<file path="src/sv/pktk_pkg.sv">
// Package: shared constants, types and state codes for the packed-sample top-K tracker.
`timescale 1ns / 1ps
package pktk_pkg;
    localparam int KEEP_COUNT = 32;
    localparam int BYTE_W     = 8;
    localparam int SAMPLE_W   = 12;
    localparam int RANK_PORT_W = 6;
    localparam int RANK_W     = (KEEP_COUNT > 1) ? $clog2(KEEP_COUNT) : 1;
    localparam logic [SAMPLE_W-1:0] SAMPLE_MASK = 12'h0FFF;

    typedef logic [SAMPLE_W-1:0] t_sample;
    typedef logic [BYTE_W-1:0]   t_byte;

    typedef enum logic [1:0] {
        PH_FIRST  = 2'd0,
        PH_SECOND = 2'd1,
        PH_THIRD  = 2'd2
    } t_phase;

    // completed sample out of the unpacker
    typedef struct packed {
        logic    valid;
        t_sample sample;
    } t_sample_ev;

    // control broadcast to every list cell
    typedef struct packed {
        logic    insert;
        logic    shift;
        t_sample sample;
    } t_cell_ctl;
endpackage

</file>
<file path="src/sv/pktk_if.sv">
// Interfaces: byte input channel and kept-value output channel.
`timescale 1ns / 1ps
interface pktk_in_if;
    logic                      valid;
    logic                      ready;
    logic [pktk_pkg::BYTE_W-1:0] data_byte;
    logic                      end_of_data;
    modport source (output valid, data_byte, end_of_data, input ready);
    modport sink   (input valid, data_byte, end_of_data, output ready);
endinterface

interface pktk_out_if;
    logic                                valid;
    logic                                ready;
    logic [pktk_pkg::SAMPLE_W-1:0]       kept_value;
    logic [pktk_pkg::RANK_PORT_W-1:0]    rank;
    logic                                last_of_dump;
    modport source (output valid, kept_value, rank, last_of_dump, input ready);
    modport sink   (input valid, kept_value, rank, last_of_dump, output ready);
endinterface

</file>
<file path="src/sv/pktk_unpack.sv">
// Unpacker: joins three bytes into two 12-bit samples.
`timescale 1ns / 1ps
module pktk_unpack (
    input  logic                 i_clk,
    input  logic                 i_rst_n,
    input  logic                 i_take,
    input  logic                 i_clear,
    input  pktk_pkg::t_byte      i_byte,
    output pktk_pkg::t_sample_ev o_ev
);
    import pktk_pkg::*;

    t_phase r_phase, n_phase;
    t_byte  r_held, n_held;

    always_ff @(posedge i_clk) begin
        if (!i_rst_n) begin
            r_phase <= PH_FIRST;
            r_held  <= '0;
        end else begin
            r_phase <= n_phase;
            r_held  <= n_held;
        end
    end

    always_comb begin
        n_phase      = r_phase;
        n_held       = r_held;
        o_ev.valid   = 1'b0;
        o_ev.sample  = '0;
        unique case (r_phase)
            PH_SECOND: begin
                o_ev.sample = {r_held, i_byte[7:4]} & SAMPLE_MASK;
                o_ev.valid  = i_take;
                if (i_take) n_phase = PH_THIRD;
            end
            PH_THIRD: begin
                o_ev.sample = {r_held[3:0], i_byte} & SAMPLE_MASK;
                o_ev.valid  = i_take;
                if (i_take) n_phase = PH_FIRST;
            end
            default: begin
                // unused code behaves as the first byte
                if (i_take) n_phase = PH_SECOND;
            end
        endcase
        if (i_take) n_held = i_byte;
        if (i_take && i_clear) begin
            n_phase = PH_FIRST;
            n_held  = '0;
        end
    end
endmodule

</file>
<file path="src/sv/pktk_cell.sv">
// List cell: one entry of the ascending list, insert-and-shift with its upper neighbor.
`timescale 1ns / 1ps
module pktk_cell (
    input  logic                i_clk,
    input  logic                i_rst_n,
    input  pktk_pkg::t_cell_ctl i_ctl,
    input  pktk_pkg::t_sample   i_up_value,
    input  logic                i_up_gt,
    output pktk_pkg::t_sample   o_value,
    output logic                o_gt
);
    import pktk_pkg::*;

    t_sample r_value, n_value;

    assign o_value = r_value;
    assign o_gt    = r_value < i_ctl.sample;

    always_comb begin
        n_value = r_value;
        if (i_ctl.shift) begin
            n_value = i_up_value;
        end else if (i_ctl.insert) begin
            // sample passes above this entry: take the neighbor's value
            if (i_up_gt)   n_value = i_up_value;
            else if (o_gt) n_value = i_ctl.sample;
        end
    end

    always_ff @(posedge i_clk) begin
        if (!i_rst_n) begin
            r_value <= '0;
        end else begin
            r_value <= n_value;
        end
    end
endmodule

</file>
<file path="src/sv/packed_sample_top_k_tracker_core.sv">
// Top level: packed-sample top-K tracker built from a row of list cells.
//
//   channel  | dir | payload                           | transfer when
//   i_in     | in  | data_byte, end_of_data            | valid && ready
//   o_out    | out | kept_value, rank, last_of_dump    | valid && ready
//
// A completed sample goes into the cell row in the same cycle as the byte that completes it is taken.
// A byte flagged end_of_data starts a dump of KEEP_COUNT entries, one per output transfer,
// shifted out of the bottom cell; the input is not ready until the last entry is taken.
// Output stalls simply hold the row. Reset (synchronous, active low) clears the list to zeros.
`timescale 1ns / 1ps
module packed_sample_top_k_tracker_core (
    input logic        i_clk,
    input logic        i_rst_n,
    pktk_in_if.sink    i_in,
    pktk_out_if.source o_out
);
    import pktk_pkg::*;

    logic              r_dumping, n_dumping;
    logic [RANK_W-1:0] r_rank, n_rank;
    logic              in_take, out_take, dump_last;
    t_sample_ev        ev;
    t_cell_ctl         ctl;
    t_sample           values [KEEP_COUNT];
    logic              gts    [KEEP_COUNT];

    assign i_in.ready = !r_dumping;
    assign in_take    = i_in.valid && i_in.ready;
    assign out_take   = o_out.valid && o_out.ready;
    assign dump_last  = r_rank == RANK_W'(KEEP_COUNT - 1);

    pktk_unpack u_unpack (
        .i_clk   (i_clk),
        .i_rst_n (i_rst_n),
        .i_take  (in_take),
        .i_clear (i_in.end_of_data),
        .i_byte  (i_in.data_byte),
        .o_ev    (ev)
    );

    assign ctl.insert = ev.valid;
    assign ctl.shift  = out_take;
    assign ctl.sample = ev.sample;

    for (genvar g = 0; g < KEEP_COUNT; g++) begin : g_cell
        if (g == KEEP_COUNT - 1) begin : g_top
            pktk_cell u_cell (
                .i_clk      (i_clk),
                .i_rst_n    (i_rst_n),
                .i_ctl      (ctl),
                .i_up_value ('0),
                .i_up_gt    (1'b0),
                .o_value    (values[g]),
                .o_gt       (gts[g])
            );
        end else begin : g_mid
            pktk_cell u_cell (
                .i_clk      (i_clk),
                .i_rst_n    (i_rst_n),
                .i_ctl      (ctl),
                .i_up_value (values[g+1]),
                .i_up_gt    (gts[g+1]),
                .o_value    (values[g]),
                .o_gt       (gts[g])
            );
        end
    end

    always_comb begin
        n_dumping = r_dumping;
        n_rank    = r_rank;
        if (in_take && i_in.end_of_data) begin
            n_dumping = 1'b1;
            n_rank    = '0;
        end else if (out_take) begin
            if (dump_last) begin
                n_dumping = 1'b0;
                n_rank    = '0;
            end else begin
                n_rank = r_rank + 1'b1;
            end
        end
    end

    always_ff @(posedge i_clk) begin
        if (!i_rst_n) begin
            r_dumping <= 1'b0;
            r_rank    <= '0;
        end else begin
            r_dumping <= n_dumping;
            r_rank    <= n_rank;
        end
    end

    assign o_out.valid        = r_dumping;
    assign o_out.kept_value   = values[0];
    assign o_out.rank         = RANK_PORT_W'(r_rank);
    assign o_out.last_of_dump = dump_last;

    a_no_overlap: assert property (@(posedge i_clk) disable iff (!i_rst_n)
        !(i_in.ready && o_out.valid))
        else $error("input ready during dump");

    a_dump_start: assert property (@(posedge i_clk) disable iff (!i_rst_n)
        (in_take && i_in.end_of_data) |=> (o_out.valid && r_rank == '0))
        else $error("dump did not start at rank zero");

    a_rank_step: assert property (@(posedge i_clk) disable iff (!i_rst_n)
        (out_take && !dump_last) |=> (o_out.valid && r_rank == $past(r_rank) + 1'b1))
        else $error("rank did not advance by one");

    a_dump_end: assert property (@(posedge i_clk) disable iff (!i_rst_n)
        (out_take && dump_last) |=> (!o_out.valid && values[0] == '0))
        else $error("list not cleared after dump");
endmodule
</file>
<file path="src/flat_wrapper.sv">
// flat-port wrapper written by rule: the top's interface ports become plain ports
module packed_sample_top_k_tracker_core_flat import pktk_pkg::*;
  (i_clk, i_rst_n, i_in_valid, i_in_data_byte, i_in_end_of_data, i_in_ready, o_out_valid, o_out_kept_value, o_out_rank, o_out_last_of_dump, o_out_ready);
  pktk_in_if i_in_i ();
  pktk_out_if o_out_i ();
  input logic i_clk;
  input logic i_rst_n;
  input wire logic [$bits(i_in_i.valid)-1:0] i_in_valid;
  input wire logic [$bits(i_in_i.data_byte)-1:0] i_in_data_byte;
  input wire logic [$bits(i_in_i.end_of_data)-1:0] i_in_end_of_data;
  output wire logic [$bits(i_in_i.ready)-1:0] i_in_ready;
  output wire logic [$bits(o_out_i.valid)-1:0] o_out_valid;
  output wire logic [$bits(o_out_i.kept_value)-1:0] o_out_kept_value;
  output wire logic [$bits(o_out_i.rank)-1:0] o_out_rank;
  output wire logic [$bits(o_out_i.last_of_dump)-1:0] o_out_last_of_dump;
  input wire logic [$bits(o_out_i.ready)-1:0] o_out_ready;
  assign i_in_i.valid = i_in_valid;
  assign i_in_i.data_byte = i_in_data_byte;
  assign i_in_i.end_of_data = i_in_end_of_data;
  assign i_in_ready = i_in_i.ready;
  assign o_out_valid = o_out_i.valid;
  assign o_out_kept_value = o_out_i.kept_value;
  assign o_out_rank = o_out_i.rank;
  assign o_out_last_of_dump = o_out_i.last_of_dump;
  assign o_out_i.ready = o_out_ready;
  packed_sample_top_k_tracker_core u_core (.i_clk(i_clk), .i_rst_n(i_rst_n), .i_in(i_in_i), .o_out(o_out_i));
endmodule
</file>
<file path="config.mk">
export PLATFORM = sky130hd
export DESIGN_NAME = packed_sample_top_k_tracker_core_flat
export DESIGN_NICKNAME = d
export VERILOG_FILES = /design/src/sv/pktk_pkg.sv /design/src/sv/pktk_if.sv /design/src/sv/pktk_unpack.sv /design/src/sv/pktk_cell.sv /design/src/sv/packed_sample_top_k_tracker_core.sv /design/src/flat_wrapper.sv
export SDC_FILE = /design/constraint.sdc
export NUM_CORES = 1
export LEC_CHECK = 0
export ABC_CLOCK_PERIOD_IN_PS = 7100
export BUFFER_PORTS_ARGS = -buffer_cell sky130_fd_sc_hd__buf_2
export CAP_MARGIN = 10
export CORE_UTILIZATION = 48
export DETAILED_ROUTE_END_ITERATION = 12
export PLACE_DENSITY = 0.65
export SETUP_SLACK_MARGIN = 0.3
export SLEW_MARGIN = 10
export SYNTH_ARGS = -nofsm -noshare
export SYNTH_HDL_FRONTEND = slang
export SYNTH_SLANG_ARGS = --single-unit
</file>
<file path="constraint.sdc">
create_clock -name i_clk -period 7.1 [get_ports i_clk]
set_input_delay 0 -clock i_clk [delete_from_list [all_inputs] [get_ports i_clk]]
set_output_delay 0 -clock i_clk [all_outputs]
set_load 0.01 [all_outputs]
</file>
==> results.md <==
* Status: finished clean
* RSZ-0062 raised after global routing: no
* VDD IR-drop max at 0.000246 V
* Vias per cell at 7.05
* Routability Congestion at about 0.9
* CP max stage delay at 0.77 ns
* All-Layer GR Usage at 0.317
* Number of diodes at 0
* Max Clk Rate at 183 MHz
* EDFF count, synth at 0
* Pins over their slew limit at 0
* Placed cells at 3401
* Detailed-route via count at 24648
* Static leakage at 0.0119 uW
* Crit path required time at between 7 and 8 ns
* Post-synth cell types at 78
* Yosys reg bits at 400
* Worst path cell trace: inv_1 > ha_1 > a22oi_1 > nor2_2 > buf_4 > inv_2 > buf_4 > ha_1 > nand4_1 > nor3_1 > o221ai_1 > nand3_1 > o211ai_1 > o221a_2
* Reg area at 0.00801 mm^2
* Final Cycle Share at 0.770
* Io pins at 34
* Crit path DAT at 5.93 ns
* First-pass GRT wire length at 140000 um
* Pin count of the biggest net entering global routing at around 110
* Relative slew slack at 0.0721
* Share of layout cells above drive strength 1 at 0.118
* Hold Crit Class: input pin to flip-flop
* Die Ht at 236 um
* WL per Instance at 25.9 um
* Min Clock Period, post-route at 5.47 ns
* Number of routed nets with antenna violations at 0
* Final TNS setup at 0 ns
* Clock sinks at 400
* Die ar. at 0.0556 mm^2
* WHS at roughly 0.077 ns
* Die X at ~240 um
* CTS Buffer Depth at 3
* Synth-to-layout area growth at 8.41%
* Fill cell count at around 4800
* Non-Filler Instances at 3498
* Initial Utilization at 0.487
* Post-route DRC at 0
* Crit-path max FO at 33
* CP max stage cell: nand3_1
* Mapped Cells at 2851
* Critical Path Source Type: flip-flop
* Post-Synthesis Cell Area at 0.0262 mm^2
* Reg clk slew, reported paths at 0.05 ns
* Final setup fails at 0
* Num CTS Buffers at 46
* Core area at 0.0539 mm^2
* Final net count at 3144
* Total Routed Length at 90700 um
* Max-Cap Viols at 0
* Vias in the first global route at between 20000 and 25000
* Std-Cell Rows at 85
* # resized after CTS at 0
* Multi-input logic area at 0.0169 mm^2
* Post-Synthesis Net Count at 3221
* Final Skew at 0.0296 ns
* Syn_area_per_cell at 9.20 um^2
* Ys Warns at 0
* H-tree level count at 2
* DP HPWL at 59600 um
* Top FF cell, synth: dfxtp_1
* Root buffer cell: clkbuf_16
* Initial antenna violation count at 0
* Register area share after synthesis at 0.305
* First-pass iteration count of the detailed router at 9
* Final Hold Fails at 0
* CP endpoint kind: flip-flop
* CTS tree: done
* 1st-iter DRT viols at 2613
* Fin util at 0.528
* Async set-or-reset flop fraction in the synthesized netlist at 0
* Global route overflow at 0
* Number of port buffers at 32
* Pwr dens at 241 mW/mm^2
* Worst-Skew Late Latency at around 0.60 ns
* Slew at the pin with the worst max-slew slack at ~1.4 ns
* CP Class: flip-flop to flip-flop
## worst paths after layout
| check | startpoint | end | slack (ns) | cells after the start |
|---|---|---|---|---|
| worst max-delay path | u_core.u_unpack.r_phase[0] | u_core.g_cell[21].g_mid.u_cell.o_value[8] | 1.63 | 14 |
| worst min register to register | u_core.u_unpack.r_held[6] | u_core.u_unpack.r_held[6] | 0.46 | 2 |
| worst min-delay path | o_out_ready | u_core.r_rank[4] | 0.08 | 5 |
| worst max register to register | u_core.u_unpack.r_phase[0] | u_core.g_cell[21].g_mid.u_cell.o_value[8] | 1.63 | 14 |
## state kept, by name, summed over array words and instances (netlist names)
register	count
u_core.g_cell.g_top.u_cell.o_value	12
u_core.r_rank	5
u_core.u_unpack.r_phase	2
u_core.g_cell.g_mid.u_cell.o_value	372
u_core.o_out.valid	1
u_core.u_unpack.r_held	8
## through the flow
stage / area, um^2 / total power (uW) / worst slack [ns]
2_1_floorplan: 26200 / 4090 / 2.37
3_3_place_gp: 26800 / 4450 / 2.06
3_5_place_dp: 26800 / 4530 / 1.82
4_1_cts: 28400 / 6830 / 1.80
5_1_grt: 28400 / 7160 / 1.47
6_report: 28400 / 6860 / 1.63
## where the power goes
| group | internal (uW) | switching [uW] | leakage, uW | total (uW) |
|---|---|---|---|---|
| logic | 781 | 1160 | 0.00796 | 1950 |
| registers | 2420 | 186 | 0.00326 | 2600 |
| clock network | 1340 | 977 | 0.000695 | 2310 |
## timing repair
action                                 CTS  global route
hold buffers                            21             0
buffers inserted                         0             0
endpoints found under the hold margin   60             0
## per-layer routing
| layer | GRT usage | routed length, um |
|---|---|---|
| met1 | 0.414 | 38600 |
| met2 | 0.499 | 39600 |
| met4 | 0.170 | 4960 |
| met3 | 0.0536 | 7520 |
| met5 | 0 | 0 |
## worst max-delay path: cells and delay by family (launching register included)
family	cells	cell delay, ns
flops	1	0.34
fa+ha+maj	2	0.82
simple gates	4	1.24
compound gates	4	1.50
buf+inv	4	1.39
## logic make-up after synthesis
family / after synthesis / share of synthesized area
simple gates: 519 / 0.102
other cells: 1 / 0.000143
flops: 400 / 0.305
fa+ha+maj: 357 / 0.170
mux: 111 / 0.0423
buf+inv: 352 / 0.0549
compound gates: 1111 / 0.325
## placed cells by master (no fill, tap or decap), types with 32 or more instances in the layout
| master | instances |
|---|---|
| a21o_1 | 79 |
| nor4_1 | 40 |
| o21ai_0 | 66 |
| o31ai_1 | 54 |
| dfxtp_1 | 400 |
| a31oi_1 | 78 |
| nor3_1 | 45 |
| o221a_2 | 106 |
| nand3_1 | 32 |
| inv_1 | 94 |
| o41ai_1 | 48 |
| nand4_1 | 43 |
| a211oi_1 | 45 |
| ha_1 | 357 |
| a2111oi_0 | 48 |
| a21oi_1 | 263 |
| a221oi_1 | 59 |
| nor2_1 | 87 |
| mux2i_1 | 111 |
| buf_4 | 67 |
| nand2_1 | 126 |
| clkbuf_16 | 47 |
| o21a_1 | 51 |
## cells in the mapped netlist (59+ instances only)
master	count	area, um^2
a21o_1	79	593
a21oi_1	263	1320
a221oi_1	59	517
a31oi_1	78	488
clkbuf_1	181	679
dfxtp_1	400	8010
ha_1	357	4470
inv_1	105	394
mux2i_1	111	1110
nand2_1	127	477
nor2_1	98	368
o21ai_0	66	330
o221a_2	106	1190
## layout make-up
class                   instances  area share
clock buffers                  70      0.0475
clock inverters                 6     0.00220
inverters                     106      0.0141
multi-input cells            2099       0.592
flip-flops and latches        400       0.281
well taps                     696      0.0306
repair buffers                121      0.0316
Note: power is estimated with default switching activity, not from simulation.
